<file path="src/hdl/hcfr_pkg.sv">
`default_nettype none
package hcfr_pkg;

    localparam int HDR_LEN = 4;

    // configuration register indexes
    localparam logic [2:0] REG_HDR_0  = 3'd0;
    localparam logic [2:0] REG_HDR_1  = 3'd1;
    localparam logic [2:0] REG_HDR_2  = 3'd2;
    localparam logic [2:0] REG_HDR_3  = 3'd3;
    localparam logic [2:0] REG_GAIN   = 3'd4;
    localparam logic [2:0] REG_OFFSET = 3'd5;

    localparam logic [7:0]  RST_HDR_0  = 8'hA5;
    localparam logic [7:0]  RST_HDR_1  = 8'h5A;
    localparam logic [7:0]  RST_HDR_2  = 8'h11;
    localparam logic [7:0]  RST_HDR_3  = 8'hF5;
    localparam logic [7:0]  RST_GAIN   = 8'd161;
    localparam logic [15:0] RST_OFFSET = 16'd1000;

    // x / 1000 == (x * DIV_RECIP) >> DIV_SHIFT for every x below 2**24
    localparam int          DIV_SHIFT = 34;
    localparam logic [24:0] DIV_RECIP = 25'd17179870;

    typedef struct packed {
        logic        frame_status;
        logic [15:0] command_word;
        logic [15:0] cent_mag;
        logic        cent_neg;
    } frame_res_t;

endpackage
`default_nettype wire

</file>
<file path="src/hdl/hcfr_sync.sv">
`default_nettype none
module hcfr_sync
    import hcfr_pkg::*;
#(
    parameter int FRAME_LENGTH = 15
) (
    input  wire logic                       aclk,
    input  wire logic                       aresetn,
    input  wire logic                       s_valid,
    output logic                            s_ready,
    input  wire logic [7:0]                 s_rx_byte,
    input  wire logic [HDR_LEN-1:0][7:0]    header_bytes,
    input  wire logic [15:0]                center_offset,
    output logic                            res_valid,
    input  wire logic                       res_ready,
    output frame_res_t                      res
);

    localparam int IDX_W = $clog2(FRAME_LENGTH);
    localparam logic [IDX_W-1:0] LAST_IDX = IDX_W'(FRAME_LENGTH - 1);
    localparam logic [IDX_W-1:0] HI_IDX   = IDX_W'(8);
    localparam logic [IDX_W-1:0] LO_IDX   = IDX_W'(9);
    localparam int MATCH_W = $clog2(HDR_LEN);
    localparam logic [MATCH_W-1:0] LAST_MATCH = MATCH_W'(HDR_LEN - 1);

    logic               in_vld_reg;
    logic [7:0]         in_byte_reg;
    logic               hunt_reg,  hunt_next;
    logic [MATCH_W-1:0] match_reg, match_next;
    logic [IDX_W-1:0]   idx_reg,   idx_next;
    logic [7:0]         sum_reg,   sum_next;
    logic [7:0]         word_hi_reg;
    logic [7:0]         word_lo_reg;

    logic        emit;
    logic        step;
    logic [7:0]  check;
    logic [15:0] word;
    logic [16:0] diff;

    assign emit    = in_vld_reg && !hunt_reg && (idx_reg == LAST_IDX);
    assign step    = in_vld_reg && (!emit || res_ready);
    assign s_ready = !in_vld_reg || step;

    assign check = sum_reg + header_bytes[2] + header_bytes[3];
    assign word  = {word_hi_reg, word_lo_reg};
    assign diff  = {1'b0, word} - {1'b0, center_offset};

    always_comb begin
        res_valid        = emit;
        res.frame_status = (in_byte_reg != check);
        res.command_word = word;
        res.cent_neg     = diff[16];
        res.cent_mag     = diff[16] ? (16'd0 - diff[15:0]) : diff[15:0];
        if (res.frame_status) begin
            res.command_word = 16'd0;
            res.cent_neg     = 1'b0;
            res.cent_mag     = 16'd0;
        end
    end

    always_comb begin
        hunt_next  = hunt_reg;
        match_next = match_reg;
        idx_next   = idx_reg;
        sum_next   = sum_reg;
        if (hunt_reg) begin
            if (in_byte_reg == header_bytes[match_reg]) begin
                if (match_reg == LAST_MATCH) begin
                    hunt_next  = 1'b0;
                    match_next = '0;
                    idx_next   = '0;
                    sum_next   = 8'd0;
                end else begin
                    match_next = match_reg + MATCH_W'(1);
                end
            end else begin
                // failed byte is dropped, not retried as a first header byte
                match_next = '0;
            end
        end else if (idx_reg == LAST_IDX) begin
            hunt_next  = 1'b1;
            match_next = '0;
            idx_next   = '0;
            sum_next   = 8'd0;
        end else begin
            sum_next = sum_reg + in_byte_reg;
            idx_next = idx_reg + IDX_W'(1);
        end
    end

    always_ff @(posedge aclk) begin
        if (!aresetn) begin
            in_vld_reg <= 1'b0;
            hunt_reg   <= 1'b1;
            match_reg  <= '0;
            idx_reg    <= '0;
            sum_reg    <= 8'd0;
        end else begin
            if (s_ready) begin
                in_vld_reg <= s_valid;
            end
            if (step) begin
                hunt_reg  <= hunt_next;
                match_reg <= match_next;
                idx_reg   <= idx_next;
                sum_reg   <= sum_next;
            end
        end
    end

    always_ff @(posedge aclk) begin
        if (s_ready && s_valid) begin
            in_byte_reg <= s_rx_byte;
        end
        if (step && !hunt_reg) begin
            if (idx_reg == HI_IDX) begin
                word_hi_reg <= in_byte_reg;
            end
            if (idx_reg == LO_IDX) begin
                word_lo_reg <= in_byte_reg;
            end
        end
    end

endmodule
`default_nettype wire

</file>
<file path="src/hdl/hcfr_steer.sv">
`default_nettype none
module hcfr_steer
    import hcfr_pkg::*;
(
    input  wire logic          aclk,
    input  wire logic          aresetn,
    input  wire logic          in_valid,
    output logic               in_ready,
    input  wire frame_res_t    in_res,
    input  wire logic [7:0]    steering_gain,
    output logic               m_valid,
    input  wire logic          m_ready,
    output logic               m_frame_status,
    output logic [15:0]        m_command_word,
    output logic signed [15:0] m_steering_value
);

    logic        b_vld_reg;
    frame_res_t  b_res_reg;

    logic        c_vld_reg;
    logic [23:0] c_prod_reg;
    logic        c_status_reg;
    logic [15:0] c_word_reg;
    logic        c_neg_reg;

    logic               out_vld_reg;
    logic               out_status_reg;
    logic [15:0]        out_word_reg;
    logic signed [15:0] out_steer_reg;

    logic        out_go;
    logic        c_free;
    logic [48:0] q_full;
    logic [14:0] quot;
    logic [15:0] steer;

    assign out_go   = !out_vld_reg || m_ready;
    assign c_free   = !c_vld_reg || out_go;
    assign in_ready = !b_vld_reg || c_free;

    // magnitude divided by 1000 through the reciprocal, sign put back after
    assign q_full = 49'(c_prod_reg) * 49'(DIV_RECIP);
    assign quot   = q_full[DIV_SHIFT +: 15];
    assign steer  = c_neg_reg ? (16'd0 - {1'b0, quot}) : {1'b0, quot};

    always_ff @(posedge aclk) begin
        if (!aresetn) begin
            b_vld_reg   <= 1'b0;
            c_vld_reg   <= 1'b0;
            out_vld_reg <= 1'b0;
        end else begin
            if (in_ready) begin
                b_vld_reg <= in_valid;
            end
            if (c_free) begin
                c_vld_reg <= b_vld_reg;
            end
            if (out_go) begin
                out_vld_reg <= c_vld_reg;
            end
        end
    end

    always_ff @(posedge aclk) begin
        if (in_ready && in_valid) begin
            b_res_reg <= in_res;
        end
        if (c_free && b_vld_reg) begin
            c_prod_reg   <= 24'(steering_gain) * 24'(b_res_reg.cent_mag);
            c_status_reg <= b_res_reg.frame_status;
            c_word_reg   <= b_res_reg.command_word;
            c_neg_reg    <= b_res_reg.cent_neg;
        end
        if (out_go && c_vld_reg) begin
            out_status_reg <= c_status_reg;
            out_word_reg   <= c_word_reg;
            out_steer_reg  <= steer;
        end
    end

    assign m_valid          = out_vld_reg;
    assign m_frame_status   = out_status_reg;
    assign m_command_word   = out_word_reg;
    assign m_steering_value = out_steer_reg;

endmodule
`default_nettype wire

</file>
<file path="src/hdl/header_checksum_frame_receiver_top.sv">
// Frame receiver: takes one received byte per word on the s_ channel, hunts for the
// four configured header bytes, then collects FRAME_LENGTH frame bytes whose last one
// must equal the 8-bit sum of the others plus header bytes two and three. Each completed
// frame gives one word on the m_ channel: the checksum status and, when good, the
// big-endian word at frame bytes 8 and 9 and gain * (word - offset) / 1000 rounded toward
// zero (both zero on a bad checksum). A byte is taken every clock cycle unless m_ready stalls
// the last frame byte. A result passes the input byte register, the centring stage, the gain
// multiplier and the reciprocal multiplier feeding the output register. Configuration must
// be written through cfg_wr_en/cfg_index/cfg_wdata only while idle; the block does not check.
`default_nettype none
module header_checksum_frame_receiver_top
    import hcfr_pkg::*;
#(
    parameter int FRAME_LENGTH = 15
) (
    input  wire logic          aclk,
    input  wire logic          aresetn,
    input  wire logic          cfg_wr_en,
    input  wire logic [2:0]    cfg_index,
    input  wire logic [15:0]   cfg_wdata,
    input  wire logic          s_valid,
    output logic               s_ready,
    input  wire logic [7:0]    s_rx_byte,
    output logic               m_valid,
    input  wire logic          m_ready,
    output logic               m_frame_status,
    output logic [15:0]        m_command_word,
    output logic signed [15:0] m_steering_value
);

    logic [HDR_LEN-1:0][7:0] hdr_reg;
    logic [7:0]              gain_reg;
    logic [15:0]             offset_reg;

    logic       res_valid;
    logic       res_ready;
    frame_res_t res;

    always_ff @(posedge aclk) begin
        if (!aresetn) begin
            hdr_reg[0] <= RST_HDR_0;
            hdr_reg[1] <= RST_HDR_1;
            hdr_reg[2] <= RST_HDR_2;
            hdr_reg[3] <= RST_HDR_3;
            gain_reg   <= RST_GAIN;
            offset_reg <= RST_OFFSET;
        end else if (cfg_wr_en) begin
            case (cfg_index)
                REG_HDR_0:  hdr_reg[0] <= cfg_wdata[7:0];
                REG_HDR_1:  hdr_reg[1] <= cfg_wdata[7:0];
                REG_HDR_2:  hdr_reg[2] <= cfg_wdata[7:0];
                REG_HDR_3:  hdr_reg[3] <= cfg_wdata[7:0];
                REG_GAIN:   gain_reg   <= cfg_wdata[7:0];
                REG_OFFSET: offset_reg <= cfg_wdata;
                default: begin
                end
            endcase
        end
    end

    hcfr_sync #(
        .FRAME_LENGTH(FRAME_LENGTH)
    ) u_sync (
        .aclk         (aclk),
        .aresetn      (aresetn),
        .s_valid      (s_valid),
        .s_ready      (s_ready),
        .s_rx_byte    (s_rx_byte),
        .header_bytes (hdr_reg),
        .center_offset(offset_reg),
        .res_valid    (res_valid),
        .res_ready    (res_ready),
        .res          (res)
    );

    hcfr_steer u_steer (
        .aclk            (aclk),
        .aresetn         (aresetn),
        .in_valid        (res_valid),
        .in_ready        (res_ready),
        .in_res          (res),
        .steering_gain   (gain_reg),
        .m_valid         (m_valid),
        .m_ready         (m_ready),
        .m_frame_status  (m_frame_status),
        .m_command_word  (m_command_word),
        .m_steering_value(m_steering_value)
    );

endmodule
`default_nettype wire
</file>
<file path="config.mk">
export PLATFORM = sky130hd
export DESIGN_NAME = header_checksum_frame_receiver_top
export DESIGN_NICKNAME = d
export VERILOG_FILES = /design/src/hdl/hcfr_pkg.sv /design/src/hdl/hcfr_sync.sv /design/src/hdl/hcfr_steer.sv /design/src/hdl/header_checksum_frame_receiver_top.sv
export SDC_FILE = /design/constraint.sdc
export NUM_CORES = 1
export LEC_CHECK = 0
export BUFFER_PORTS_ARGS = -buffer_cell sky130_fd_sc_hd__buf_2
export CAP_MARGIN = 0
export CORE_ASPECT_RATIO = 1.5
export CORE_UTILIZATION = 59
export CTS_CLUSTER_SIZE = 16
export DETAILED_ROUTE_END_ITERATION = 8
export PLACE_DENSITY = 0.8
export SLEW_MARGIN = 25
export SYNTH_ARGS = -nofsm -noshare
export SYNTH_HDL_FRONTEND = slang
export SYNTH_SLANG_ARGS = --single-unit
</file>
<file path="constraint.sdc">
create_clock -name aclk -period 17.9 [get_ports aclk]
set_clock_uncertainty 0.2 [all_clocks]
set_input_delay 3.58 -clock aclk [delete_from_list [all_inputs] [get_ports aclk]]
set_output_delay 3.58 -clock aclk [all_outputs]
set_load 0.01 [all_outputs]
</file>
==> results.json <==
{
  "finalSetupViolCount": 0,
  "start_util_pct": 60.1,
  "worst_setup_path_start_kind": "input pin",
  "synthFlopType": "edfxtp_1",
  "p_leak_nw": 11.4,
  "cpPeakStageDelay_ns": 0.38,
  "num_antenna_cells": 0,
  "post_synth.cell_area_avg_um2": 9.92,
  "core_area_um2": 37800,
  "regToRegStartpoint": "u_steer.c_prod_reg[20]$_DFFE_PP_",
  "clk_pin_slew_ns": 0.06,
  "cp-startpoint": "m_ready",
  "drc": 0,
  "r2r_setup_slack_ns": 9.75,
  "vias": 16200,
  "post-route-min-period_ns": 8.55,
  "dieArea_um2": 39300,
  "nets": 2972,
  "floorplan.rows": 87,
  "syn_to_final_growth_pct": 6.59,
  "worstPathCellList": "buf_2, nor2b_1, nand3_1, or2_2, buf_2",
  "report.power.total_mw": 1.28,
  "outcome": "finished clean",
  "final.setup.tns_ns": 0,
  "synth_top_area_share_pct": 23.7,
  "seq_area_frac_synth_pct": 24.2,
  "cp_common_cell": "buf_2",
  "min_path_type": "reg2reg",
  "gp_congestion": 0.958,
  "synthArstFlopShare_pct": 0,
  "yosys.area.top_type": "fa_1",
  "h-tree-depth": 1,
  "fmax_mhz": 117,
  "die_y_um": 242,
  "drive_gt1_share_pct": 6.50,
  "ff2ff_path_depth": 22,
  "max-vdd-ir-drop_uv": 85.8,
  "required_ns": 14.12,
  "io_buffers": 66,
  "grt_max_degree": 76,
  "via_per_inst": 5.69,
  "crit_fanout": 6,
  "ys_ff_latch": 208,
  "power_density_nw_per_um2": 53.1,
  "crit_buf_inv": 2,
  "tightestPinTransition_ns": 1.01,
  "pin_count": 67,
  "die_w_um": 162,
  "hold_viol": 0,
  "synth_area_leaders": "fa_1 24%, ha_1 18%, edfxtp_1 18%",
  "cp.depth": 5,
  "largest_reg_flops": 34,
  "firstDrtPassIters": 5,
  "postCtsSetupRepairBufs": 0,
  "clk_latency_ns": 0.52,
  "dp_hpwl_mm": 41.3,
  "totalWireLength_mm": 50.4,
  "grt_pass1_wl_mm": 83.7,
  "clock_sinks": 208,
  "drt-wirelength-per-cell_um": 17.7,
  "timing.final.crit_share_pct": 47.8,
  "grt_overflow": 0,
  "reg2reg_to": "u_steer.m_steering_value[9]$_DFFE_PP_",
  "slew_headroom_pct": 31.9,
  "final_util_pct": 64.0,
  "cap_violations": 0,
  "grt_pass1_vias": 17900,
  "rsz0062_at_grt": "false",
  "cts_buffers": 20,
  "cts_hold_buf": 0,
  "path_delay_family": "simple AND/OR/NAND/NOR gates",
  "grt_use_total_pct": 27.0,
  "cts_resized": 0,
  "antenna_found_initial": 0,
  "synth_area_um2": 22700,
  "drt_iter0_drc": 868,
  "synth_fp_nets": 2919,
  "yosysWarnings": 0,
  "ant_nets": 0,
  "yosys-top-cells-count": "480 x inv_1, 331 x ha_1, 269 x fa_1",
  "yosysMostFrequentCell": "inv_1",
  "worstSetupEndpoint": "s_ready",
  "synth_edf_count": 133,
  "path_class": "in2out",
  "arrival_ns": 4.77,
  "clockBufferDepth": 3,
  "ys_types": 81,
  "cts_tree": "yes",
  "synth_cells": 2287,
  "root_buffer": "clkbuf_16",
  "end_kind": "output pin",
  "final-max-slew-violation-count": 0,
  "crit_slowest_cell": "nor2b_1"
}
[how the worst min path moves through the flow]
stage | startpoint | to | slack [ns] | depth (start not counted)
after floorplan | u_steer.b_res_reg[0]$_SDFFCE_PP0P_ | u_steer.c_neg_reg$_DFFE_PP_ | 0.20 | 0
after global placement | u_steer.b_res_reg[33]$_DFFE_PP_ | u_steer.c_status_reg$_DFFE_PP_ | 0.20 | 0
after detailed placement | u_steer.b_res_reg[23]$_SDFFCE_PP0P_ | u_steer.c_word_reg[6]$_DFFE_PP_ | 0.20 | 0
after CTS | u_steer.c_word_reg[2]$_DFFE_PP_ | u_steer.m_command_word[2]$_DFFE_PP_ | 0.22 | 0
after global routing | u_steer.c_word_reg[2]$_DFFE_PP_ | u_steer.m_command_word[2]$_DFFE_PP_ | 0.22 | 0
final | u_steer.b_res_reg[33]$_DFFE_PP_ | u_steer.c_status_reg$_DFFE_PP_ | 0.22 | 0
[power by group]
part           switching [mW]  internal, mW  total [mW]
clock network           0.187         0.227       0.414
logic                   0.182         0.149       0.331
registers             0.00868         0.530       0.539
[cell type report]
cell class                      instances  area (µm²)
Multi-Input combinational cell       1555       15200
Fill cell                            2930       13600
Sequential cell                       208        5500
Inverter                              481        1810
Tap cell                              489         612
Clock buffer                           23         554
Timing Repair Buffer                   74         393
Clock inverter                         13        98.8
[per-layer routing]
metal	GRT usage [%]	wire, µm
met5	0	0
met4	18.4	3580
met3	2.86	1850
met2	53.0	28100
met1	25.7	16900
[placed cells by master, fill, tap and decap left out, types with 10 or more instances in the layout]
cell type,n
and3_1,14
or3_1,12
a211oi_1,10
nor2_1,77
o211ai_1,14
edfxtp_1,133
nor3_1,20
a21oi_1,73
a31oi_1,11
nand2_1,242
clkbuf_16,22
fa_1,269
dfxtp_1,75
xnor2_1,67
and2_1,83
nand3_1,42
o21ai_0,44
xor2_1,23
ha_1,331
a21boi_0,41
inv_1,480
a21o_1,16
buf_2,65
nor2b_1,19
[cells by family after synthesis]
kind of cell / count (synthesis) / share of synthesized area (%)
buffers and inverters: 524 / 8.74
adder cells (fa/ha/maj): 600 / 42.0
flip-flops: 208 / 24.2
multiplexers: 11 / 0.926
XOR/XNOR: 90 / 3.47
AO/OA/AOI/OAI: 286 / 8.51
AND/OR/NAND/NOR: 568 / 12.2
[per-stage QoR]
| stage | instances | setup slack (ns) | area [µm²] | hold WS [ns] |
|---|---|---|---|---|
| 2_1_floorplan | 2287 | 9.78 | 22700 | 0.200 |
| 3_3_place_gp | 2807 | 9.36 | 23500 | 0.204 |
| 3_5_place_dp | 2807 | 9.33 | 23500 | 0.205 |
| 4_1_cts | 2843 | 9.32 | 24200 | 0.216 |
| 5_1_grt | 2843 | 9.24 | 24200 | 0.218 |
| 6_report | 2843 | 9.35 | 24200 | 0.218 |
Power figures use the tool's default switching activity.
